File: config.mk
export PLATFORM = sky130hd
export DESIGN_NAME = meter_frame_receiver_unit
export DESIGN_NICKNAME = d
export VERILOG_FILES = /design/src/rtl/core/mfr_pkg.sv /design/src/rtl/core/mfr_parse.sv /design/src/rtl/core/mfr_out_buf.sv /design/src/rtl/core/meter_frame_receiver_unit.sv
export SDC_FILE = /design/constraint.sdc
export NUM_CORES = 1
export LEC_CHECK = 0
export ABC_AREA = 1
export BUFFER_PORTS_ARGS = -buffer_cell sky130_fd_sc_hd__buf_2
export CORE_MARGIN = 8
export CORE_UTILIZATION = 58
export DETAILED_ROUTE_END_ITERATION = 8
export PLACE_DENSITY = 0.85
export RECOVER_POWER = 25
export SLEW_MARGIN = 10
export SYNTH_ARGS = -nofsm -noshare
export SYNTH_HDL_FRONTEND = slang
export SYNTH_HIERARCHICAL = 1
export SYNTH_SLANG_ARGS = --single-unit
File: constraint.sdc
create_clock -name clk -period 3.85 [get_ports clk]
set_input_delay 0.77 -clock clk [delete_from_list [all_inputs] [get_ports clk]]
set_output_delay 0.77 -clock clk [all_outputs]
set_load 0.005 [all_outputs]
File: src/rtl/core/mfr_pkg.sv
// ----------------------------------------------------------------------------
// mfr_pkg
// Types and constants shared by the meter frame receiver modules.
// ----------------------------------------------------------------------------
package mfr_pkg;

	localparam logic [7:0] SYNC_BYTE  = 8'h68;
	localparam logic [7:0] SCRAMBLE   = 8'h33;
	localparam logic [2:0] LAST_ADDR  = 3'd5;

	typedef enum logic [2:0] {
		PH_HUNT  = 3'd0,
		PH_ADDR  = 3'd1,
		PH_SYNC2 = 3'd2,
		PH_CTRL  = 3'd3,
		PH_LEN   = 3'd4,
		PH_DATA  = 3'd5,
		PH_SUM   = 3'd6,
		PH_END   = 3'd7
	} phase_t;

	typedef enum logic {
		KIND_PAYLOAD = 1'b0,
		KIND_VERDICT = 1'b1
	} kind_t;

	typedef enum logic [1:0] {
		VERDICT_ACCEPTED = 2'd0,
		VERDICT_ADDRESS  = 2'd1,
		VERDICT_CHECKSUM = 2'd2,
		VERDICT_HEADER   = 2'd3
	} verdict_t;

	typedef struct packed {
		kind_t      kind;
		logic [7:0] payload_byte;
		verdict_t   verdict;
		logic [7:0] control_code;
		logic [7:0] payload_length;
	} result_t;

endpackage

File: src/rtl/core/mfr_parse.sv
// ----------------------------------------------------------------------------
// mfr_parse
// Frame parser: walks the frame layout one byte at a time and produces at most
// one result per byte.
// ----------------------------------------------------------------------------
module mfr_parse (
	input  logic            clk,
	input  logic            arst_n,
	input  logic            advance,
	input  logic [7:0]      rx_byte,
	input  logic [47:0]     station_address,
	output logic            res_valid,
	output mfr_pkg::result_t res
);
	import mfr_pkg::*;

	phase_t     phase_q, phase_d;
	logic [7:0] pos_q, pos_d;
	logic [7:0] sum_q, sum_d;
	logic       addr_ok_q, addr_ok_d;
	logic [7:0] len_q, len_d;
	logic [7:0] ctrl_q, ctrl_d;
	logic       sum_ok_q, sum_ok_d;
	logic [7:0] want;
	logic [7:0] sum_add;
	logic [8:0] pos_inc;

	always_ff @(posedge clk or negedge arst_n) begin
		if (!arst_n) begin
			phase_q   <= PH_HUNT;
			pos_q     <= '0;
			sum_q     <= '0;
			addr_ok_q <= 1'b1;
			len_q     <= '0;
			ctrl_q    <= '0;
			sum_ok_q  <= 1'b0;
		end else begin
			phase_q   <= phase_d;
			pos_q     <= pos_d;
			sum_q     <= sum_d;
			addr_ok_q <= addr_ok_d;
			len_q     <= len_d;
			ctrl_q    <= ctrl_d;
			sum_ok_q  <= sum_ok_d;
		end
	end

	// Expected address byte for the current address position.
	always_comb begin
		case (pos_q[2:0])
			3'd1:    want = station_address[15:8];
			3'd2:    want = station_address[23:16];
			3'd3:    want = station_address[31:24];
			3'd4:    want = station_address[39:32];
			3'd5:    want = station_address[47:40];
			default: want = station_address[7:0];
		endcase
	end

	assign sum_add = sum_q + rx_byte;
	assign pos_inc = {1'b0, pos_q} + 9'd1;

	always_comb begin
		phase_d   = phase_q;
		pos_d     = pos_q;
		sum_d     = sum_q;
		addr_ok_d = addr_ok_q;
		len_d     = len_q;
		ctrl_d    = ctrl_q;
		sum_ok_d  = sum_ok_q;
		res_valid = 1'b0;
		res       = '0;
		if (advance) begin
			case (phase_q)
				PH_HUNT: begin
					if (rx_byte == SYNC_BYTE) begin
						sum_d     = rx_byte;
						pos_d     = '0;
						addr_ok_d = 1'b1;
						sum_ok_d  = 1'b0;
						phase_d   = PH_ADDR;
					end
				end
				PH_ADDR: begin
					if (rx_byte != want) begin
						addr_ok_d = 1'b0;
					end
					sum_d = sum_add;
					pos_d = pos_inc[7:0];
					if (pos_q[2:0] == LAST_ADDR) begin
						phase_d = PH_SYNC2;
					end
				end
				PH_SYNC2: begin
					if (rx_byte != SYNC_BYTE) begin
						phase_d     = PH_HUNT;
						res_valid   = 1'b1;
						res.kind    = KIND_VERDICT;
						res.verdict = VERDICT_HEADER;
					end else begin
						sum_d   = sum_add;
						phase_d = PH_CTRL;
					end
				end
				PH_CTRL: begin
					ctrl_d  = rx_byte;
					sum_d   = sum_add;
					phase_d = PH_LEN;
				end
				PH_LEN: begin
					len_d   = rx_byte;
					sum_d   = sum_add;
					pos_d   = '0;
					phase_d = (rx_byte == 8'd0) ? PH_SUM : PH_DATA;
				end
				PH_DATA: begin
					sum_d = sum_add;
					pos_d = pos_inc[7:0];
					if (pos_inc >= {1'b0, len_q}) begin
						phase_d = PH_SUM;
					end
					res_valid          = 1'b1;
					res.kind           = KIND_PAYLOAD;
					res.payload_byte   = rx_byte - SCRAMBLE;
					res.control_code   = ctrl_q;
					res.payload_length = len_q;
				end
				PH_SUM: begin
					sum_ok_d = (rx_byte == sum_q);
					phase_d  = PH_END;
				end
				PH_END: begin
					phase_d            = PH_HUNT;
					res_valid          = 1'b1;
					res.kind           = KIND_VERDICT;
					res.control_code   = ctrl_q;
					res.payload_length = len_q;
					if (!addr_ok_q) begin
						res.verdict = VERDICT_ADDRESS;
					end else if (!sum_ok_q) begin
						res.verdict = VERDICT_CHECKSUM;
					end else begin
						res.verdict = VERDICT_ACCEPTED;
					end
				end
				default: begin
					phase_d = PH_HUNT;
				end
			endcase
		end
	end

	a_addr_pos_range: assert property (@(posedge clk) disable iff (!arst_n)
		phase_q == PH_ADDR |-> pos_q < 8'd6)
		else $error("address position out of range");

	a_verdict_no_payload: assert property (@(posedge clk) disable iff (!arst_n)
		res_valid && res.kind == KIND_VERDICT |-> res.payload_byte == 8'd0)
		else $error("verdict carries a payload byte");

	a_data_pos_bound: assert property (@(posedge clk) disable iff (!arst_n)
		phase_q == PH_DATA |-> pos_q < len_q)
		else $error("data position passed the frame length");

endmodule

File: src/rtl/core/mfr_out_buf.sv
// ----------------------------------------------------------------------------
// mfr_out_buf
// Two-entry result buffer: an output register backed by a skid register, so
// a stalled receiver does not stop the parser at once.
// ----------------------------------------------------------------------------
module mfr_out_buf (
	input  logic             clk,
	input  logic             arst_n,
	input  logic             push,
	input  mfr_pkg::result_t push_data,
	output logic             full,
	output logic             out_valid,
	input  logic             out_stall,
	output mfr_pkg::result_t out_data
);
	import mfr_pkg::*;

	logic    out_valid_q;
	logic    skid_valid_q;
	result_t out_q;
	result_t skid_q;
	logic    pop;

	assign pop = out_valid_q && !out_stall;

	always_ff @(posedge clk or negedge arst_n) begin
		if (!arst_n) begin
			out_valid_q  <= 1'b0;
			skid_valid_q <= 1'b0;
		end else begin
			if (skid_valid_q) begin
				if (pop) begin
					skid_valid_q <= 1'b0;
				end
			end else if (push) begin
				if (!out_valid_q || pop) begin
					out_valid_q <= 1'b1;
				end else begin
					skid_valid_q <= 1'b1;
				end
			end else if (pop) begin
				out_valid_q <= 1'b0;
			end
		end
	end

	always_ff @(posedge clk) begin
		if (skid_valid_q) begin
			if (pop) begin
				out_q <= skid_q;
			end
		end else if (push) begin
			if (!out_valid_q || pop) begin
				out_q <= push_data;
			end else begin
				skid_q <= push_data;
			end
		end
	end

	assign full      = skid_valid_q;
	assign out_valid = out_valid_q;
	assign out_data  = out_q;

	a_skid_behind_out: assert property (@(posedge clk) disable iff (!arst_n)
		skid_valid_q |-> out_valid_q)
		else $error("skid entry held with empty output register");

	a_no_push_when_full: assert property (@(posedge clk) disable iff (!arst_n)
		push |-> !skid_valid_q)
		else $error("result pushed into a full buffer");

	a_skid_drains: assert property (@(posedge clk) disable iff (!arst_n)
		skid_valid_q && !out_stall |=> !skid_valid_q && out_valid_q)
		else $error("skid entry did not move to the output register");

endmodule

File: src/rtl/core/meter_frame_receiver_unit.sv
// ----------------------------------------------------------------------------
// meter_frame_receiver_unit
// Receives meter-link bytes, checks frame header, address and checksum,
// and delivers descrambled payload beats and one verdict beat per frame.
// ----------------------------------------------------------------------------
// Usage:
// The receive channel (rx_valid, rx_stall, rx_byte) takes one byte per beat.
// The result channel (out_valid, out_stall and the field ports) delivers a
// payload beat for every data byte of a frame and a verdict beat on the last
// byte of a frame, or on a bad second start byte.
// The configuration channel (cfg_valid, cfg_ready, station_address) writes
// the expected station address; it is always ready and is meant to be
// written while no frame is in flight.
// Throughput is one byte per cycle while the buffer is not full. A byte is
// captured in an input register at its beat and parsed from there once the
// buffer has room; its result is registered in the output buffer.
// When the receiver holds out_stall, results collect in a two-entry buffer;
// rx_stall rises only once the second entry is occupied, and drops as the
// waiting result moves forward into the output register.
// Reset clears the parser to hunting for a start byte, empties the buffer
// and the input register, and sets the station address to zero.
// ----------------------------------------------------------------------------
module meter_frame_receiver_unit (
	input  logic        clk,
	input  logic        arst_n,
	input  logic        rx_valid,
	output logic        rx_stall,
	input  logic [7:0]  rx_byte,
	output logic        out_valid,
	input  logic        out_stall,
	output logic        kind,
	output logic [7:0]  payload_byte,
	output logic [1:0]  verdict,
	output logic [7:0]  control_code,
	output logic [7:0]  payload_length,
	input  logic        cfg_valid,
	output logic        cfg_ready,
	input  logic [47:0] station_address
);
	import mfr_pkg::*;

	logic [47:0] station_address_q;
	logic        byte_valid_s1;
	logic [7:0]  byte_s1;
	logic        buf_full;
	logic        advance;
	logic        res_valid;
	result_t     res;
	result_t     out_data;

	// The configuration port never pushes back.
	assign cfg_ready = 1'b1;

	always_ff @(posedge clk or negedge arst_n) begin
		if (!arst_n) begin
			station_address_q <= '0;
		end else if (cfg_valid && cfg_ready) begin
			station_address_q <= station_address;
		end
	end

	// Input register. While the buffer is not full the held byte is parsed in
	// the same cycle a new one is captured, so the register never overflows.
	assign rx_stall = buf_full;
	assign advance  = byte_valid_s1 && !buf_full;

	always_ff @(posedge clk or negedge arst_n) begin
		if (!arst_n) begin
			byte_valid_s1 <= 1'b0;
		end else if (!buf_full) begin
			byte_valid_s1 <= rx_valid;
		end
	end

	always_ff @(posedge clk) begin
		if (rx_valid && !rx_stall) begin
			byte_s1 <= rx_byte;
		end
	end

	mfr_parse u_parse (
		.clk             (clk),
		.arst_n          (arst_n),
		.advance         (advance),
		.rx_byte         (byte_s1),
		.station_address (station_address_q),
		.res_valid       (res_valid),
		.res             (res)
	);

	mfr_out_buf u_out_buf (
		.clk       (clk),
		.arst_n    (arst_n),
		.push      (res_valid),
		.push_data (res),
		.full      (buf_full),
		.out_valid (out_valid),
		.out_stall (out_stall),
		.out_data  (out_data)
	);

	assign kind           = out_data.kind;
	assign payload_byte   = out_data.payload_byte;
	assign verdict        = out_data.verdict;
	assign control_code   = out_data.control_code;
	assign payload_length = out_data.payload_length;

endmodule

# == Yosys cells after proc, flatten, opt, wreduce, memory -nomap -nowiden ==
# Index checks and enable logic that the tools add are counted.
# op_classes
add_sub_neg,3
n_lt_le_gt_ge,1
n_eq_ne,23
n_mux,39
bitwise,2
n_reduce_logical,29
# ops
op,count
27-bit two-way mux,5
8-bit one-hot mux with 3 select lines,2
8-bit one-hot mux with 5 select lines,1
8-bit two-way mux,4
3-bit one-hot mux with 8 select lines,1
3-bit equality test (second input constant),6
16-bit two-way mux,1
3-bit AND reduction,5
3-bit by 2-bit equality test with 1-bit output (second input constant),4
1-bit two-way mux,12
4-bit AND reduction,3
2-bit two-way mux,5
2-bit by 1-bit != test with 1-bit output (second input constant),5
2-bit nonzero test,5
8-bit by 1-bit adder with 9-bit output (second input constant),1
9-bit by 8-bit greater-or-equal comparator with 1-bit output,1
3-bit two-way mux,3
8-bit adder,1
8-bit by 7-bit equality test with 1-bit output (second input constant),1
8-bit equality test,1
8-bit logical NOT,1
8-bit by 7-bit != test with 1-bit output (second input constant),1
8-bit != test,1
1-bit one-hot mux with 2 select lines,4
13 further kinds,23
# totals
regBits,150
input_bits,61
elab_cells,119

# == Longest topological paths before layout ==
# depth
ltp_word,7
depth_mapped,17

# == By module ==
# The synthesis kept the hierarchy.
# by_module_without_submodules
mod,instances,cells_each,area_per_inst_um2,seq_area_each_um2
mfr_parse,1,500,3240.6,927.1
mfr_out_buf,1,162,2113.3,1671.6
meter_frame_receiver_unit,1,221,2108.3,1466.4

# == Worst setup path after synthesis ==
# No wires, ideal clock.
# synth_path
kind,reg-to-reg
from,"register u_out_buf.skid_valid_q, in the netlist u_out_buf/full"
to,"register u_out_buf.out_q, in the netlist u_out_buf/out_data[0] (enable)"
setup_time_ns,0.411
t_arrival_ns,2.602
required_time_ns,3.439
path_slack_ns,0.837
stages_incl_launch_ff,9
path_buffers,1
cell_sequence,dfrtp_1 -> nor2_1 -> nand2_1 -> inv_1 -> nand2_1 -> clkbuf_1 -> nand2_1 -> nor2_1 -> nor2_1
# synth_via
elab_chain_len,5
# synth_rtl
element,line,rtl
from (decl),mfr_out_buf.sv:19,logic skid_valid_q;
from (signal assigned),mfr_out_buf.sv:29,skid_valid_q <= 1'b0;
from (signal assigned),mfr_out_buf.sv:33,skid_valid_q <= 1'b0;
from (signal assigned),mfr_out_buf.sv:39,skid_valid_q <= 1'b1;
1-bit logical NOT,meter_frame_receiver_unit.sv:65,assign advance = byte_valid_s1 && !buf_full;
1-bit logical AND,meter_frame_receiver_unit.sv:65,
via advance,meter_frame_receiver_unit.sv:46,logic advance;
1-bit two-way mux,mfr_parse.sv:73,if (advance) begin
via res_valid,meter_frame_receiver_unit.sv:47,logic res_valid;
2-bit nonzero test (no source line),--,
3-bit AND reduction (no source line),--,
to (signal assigned),mfr_out_buf.sv:50,out_q <= skid_q;
to (signal assigned),mfr_out_buf.sv:54,out_q <= push_data;
to (decl),mfr_out_buf.sv:20,result_t out_q;
# The timed path passes the listed nets, and every way through them passes these cells.
# A chain may end at the register's enable or synchronous reset.

# == Worst setup path after layout ==
# layout_path
from,"register u_out_buf.skid_valid_q, in the netlist u_out_buf/full"
to,output rx_stall
# layout_lines
element,line,rtl
to (decl),meter_frame_receiver_unit.sv:27,"output logic rx_stall,"
# No word-level cell between the ends.

==> summary.txt <==
Status
  • Outcome: complete, but fails checks
  • Failing checks: capacitance limit, slew limit

Setup path
  • Critical path peak fanout: 36
  • Setup crit end kind: output port
  • Reg-to-reg critical path endpoint: u_out_buf/skid_q[2]
  • Worst setup path category: register to output port
  • R2R Path Start: byte_s1[0]
  • Worst EP arrival: 2190 ps
  • R2R Setup Slk: 920 ps
  • Critical Path RT: between 3000 and 4000 ps
  • Worst Setup Start Kind: register
  • R2R depth: 11

Routing
  • Routed WL: 16.27 mm
  • DR iter-0 viols: 480
  • ANT nets after route: 0
  • Pre-antenna DRT Iters: 5
  • WL/cell: ~14 um
  • Residual DRC count: 0
  • Post-DR vias/cell: 5.199
  • Vias: 5,969

Placement
  • Placer congestion estimate: 0.9201
  • Dpl cells: 1,116
  • Port Buffers: 89
  • Dpl hpwl: 11.67 mm

Logic synthesis
  • Syn Inst Count: 883
  • YS warnings: 6
  • EDFF count, synth: 62
  • Top post-synthesis cells by count: 394 x nand2_1, 87 x dfrtp_1, 73 x inv_1
  • #FFs+latches synth: 150
  • Seq/Total Area, Yosys: 0.5448
  • Post-synth ARST share: 0.5867
  • Syn_area_per_cell: 8.451 um^2
  • Predominant post-synthesis flop cell: dfrtp_1
  • Top-area cell type share of the netlist area: 0.2918
  • Syn Nets: just under 1,000
  • Cell taking the most area after synthesis: dfrtp_1
  • Synth area leaders: dfrtp_1 29%, edfxtp_1 25%, nand2_1 20%
  • Cell Area, Synth: 7462 um^2
  • Count leader, synth: nand2_1
  • Library cells used by synthesis: approximately 40

Pwr
  • Sequential fraction of design power: 0.390
  • Pwr dens: 702.3 nW/um^2
  • Leak: around 4.4 nW
  • Net Sw Power: 2.184 mW
  • Switching Share: 0.3650
  • Logic pwr share: 0.340
  • Max VDD drop: 0.0003730 V
  • Clock power frac: 0.269
  • Internal power: 3.798 mW

Finish
  • Fin nets: between 1,000 and 1,500
  • Area Growth Syn to Fin: 14.15%
  • Ant. Diodes: 0
  • Final non-filler cell total: about 1,100
  • Layout cells sized above 1: 0.1434

Global routing
  • Total GRT Usage: 0.2069
  • Initial antenna violation count: 0
  • Largest net degree at the start of global routing: 87
  • Gr ovfl total: 0
  • Vias in the first global route: 5,697
  • First-pass GRT wire length: roughly 27 mm

Floorplan
  • Die ar.: 16,750 um^2
  • Ports: slightly above 90
  • Initial Util: 0.5937
  • Std-Cell Rows: 41
  • Die H: 129.4 um
  • Core area: 12,570 um^2
  • Die W: ~130 um

Worst hold path
  • Hold Path Class: register to register
  • Worst Hold Path Cells: 2
  • Hold Path Origin: station_address_q[7]
  • WHS Endpoint: station_address_q[7]

Timing
  • Clock period minus worst slack: about 3000 ps
  • RSZ-0062 raised after global routing: no
  • Fin. Hold Viols: 0
  • Clk_skew: between 7 and 8 ps
  • Highest attainable clock frequency: 337.9 MHz
  • TNS Setup: 0 ps
  • Max-slew headroom: -0.4086
  • Slew @ Worst Pin: 2113 ps
  • Final slew viol count: ~120
  • Finish-stage setup viols: 0
  • Period utilisation layout: 0.7687

Job
  • Max-Cap Viols: 2

Clocking
  • CTS tree: built
  • Skew-Pair Late Insertion Delay: ~420 ps
  • Clk sink count: 150
  • Post-CTS resize count: 0
  • Post-CTS Hold Fix Bufs: 0
  • Max clock buf depth: 2
  • H-tree depth: 4
  • Clk pin slew, worst setup/hold paths: 60 ps
  • # Post-CTS Setup Buffers: 0
  • TritonCTS buffer count: 17
  • Clk root buf: clkbuf_16
[sequential cells by signal, indices dropped and copies added, names as in the netlist, 8 cells and up]
signal,flops
u_parse/pos_q,8
byte_s1,8
u_parse/sum_q,8
u_parse/ctrl_q,8
u_out_buf/out_data,27
station_address_q,48
u_out_buf/skid_q,27
u_parse/len_q,8
[final cells by class]
cell class                 instances  area [um^2]
sequential                       150         4065
fill                             986         4050
timing repair buffer              93        466.7
multi-input combinational        620         2868
clock inverter                    10        92.59
inverter                          81        314.1
clock buffer                      22        496.7
tap                              172        215.2
[per-stage QoR]
stage / worst slack, ps / util / instance area [um^2] / hold WS [ps] / total power [mW]
floorplan: 836.5 / - / 7462 / 434.2 / 3.778
global placement: 1082 / 0.6318 / 7940 / 446.5 / 4.281
detailed placement: 951.0 / 0.6318 / 7940 / 453.2 / 4.351
CTS: 934.1 / 0.6786 / 8529 / 467.4 / 5.985
global route: 635.5 / 0.6778 / 8518 / 492.8 / 6.393
finish: 890.6 / 0.6778 / 8518 / 464.7 / 5.982
[worst max path at each step]
stage | startpoint | to | cells after the start
5_1_grt | byte_s1[0] | u_out_buf/skid_q[6] | 11
2_1_floorplan | u_out_buf/full | u_out_buf/out_data[0] | 8
4_1_cts | byte_s1[0] | u_out_buf/skid_q[2] | 11
3_5_place_dp | byte_s1[0] | u_out_buf/skid_q[2] | 11
3_3_place_gp | byte_s1[0] | u_out_buf/skid_q[2] | 11
6_report | u_out_buf/full | rx_stall | 2
[cells in the final DEF (no fill, tap or decap), types with 2 or more instances in the layout]
cell | netlist | layout
nand2_4 | 3 | 3
o22ai_1 | 3 | 3
inv_2 | 6 | 5
clkbuf_1 | 5 | 5
or2_2 | 2 | 2
inv_1 | 73 | 74
o21ai_1 | 2 | 2
clkinvlp_4 | 0 | 3
nand2_1 | 394 | 394
nand4_1 | 4 | 4
a31oi_1 | 3 | 3
nand3_1 | 48 | 48
or2_1 | 6 | 6
inv_6 | 2 | 4
o211ai_1 | 3 | 3
ha_1 | 23 | 23
clkinv_2 | 0 | 2
xnor2_1 | 2 | 2
clkbuf_16 | 0 | 19
edfxtp_1 | 62 | 62
xor2_1 | 8 | 8
a21oi_1 | 15 | 15
nor3_1 | 8 | 8
buf_2 | 12 | 87
o21ai_0 | 32 | 32
nor2_1 | 48 | 47
nor2_2 | 3 | 4
dfrtp_1 | 87 | 87
buf_4 | 8 | 2
[power by group through the flow]
stage	clock network (mW)	logic (mW)	registers [mW]
floorplan	0	1.47	2.31
detailed placement	0	1.99	2.36
finish	1.61	2.04	2.34
CTS	1.63	2.02	2.33
global placement	0	1.94	2.34
global route	1.71	2.30	2.38
[cells by family after synthesis]
family / Yosys count / share of synthesized area
simple gates: 521 / 0.2832
flops: 150 / 0.5448
buf+inv: 113 / 0.07126
compound gates: 64 / 0.04729
fa+ha+maj: 24 / 0.04125
xor+xnor: 10 / 0.01174
other cells: 1 / 0.0005025
[per-layer routing]
layer / vias up / share of wire / track usage
met5: - / 0 / 0
li1: 2959 / - / -
met2: 238 / 0.47 / 0.3266
met3: 31 / 0.074 / 0.06245
met1: 2741 / 0.43 / 0.2628
met4: 0 / 0.025 / 0.08197
[critical path, cell delays in order (launching register included)]
cell	delay [ps]
dfrtp_1	350
clkbuf_1	1110
buf_2	300
(Power assumes the default switching activity.)
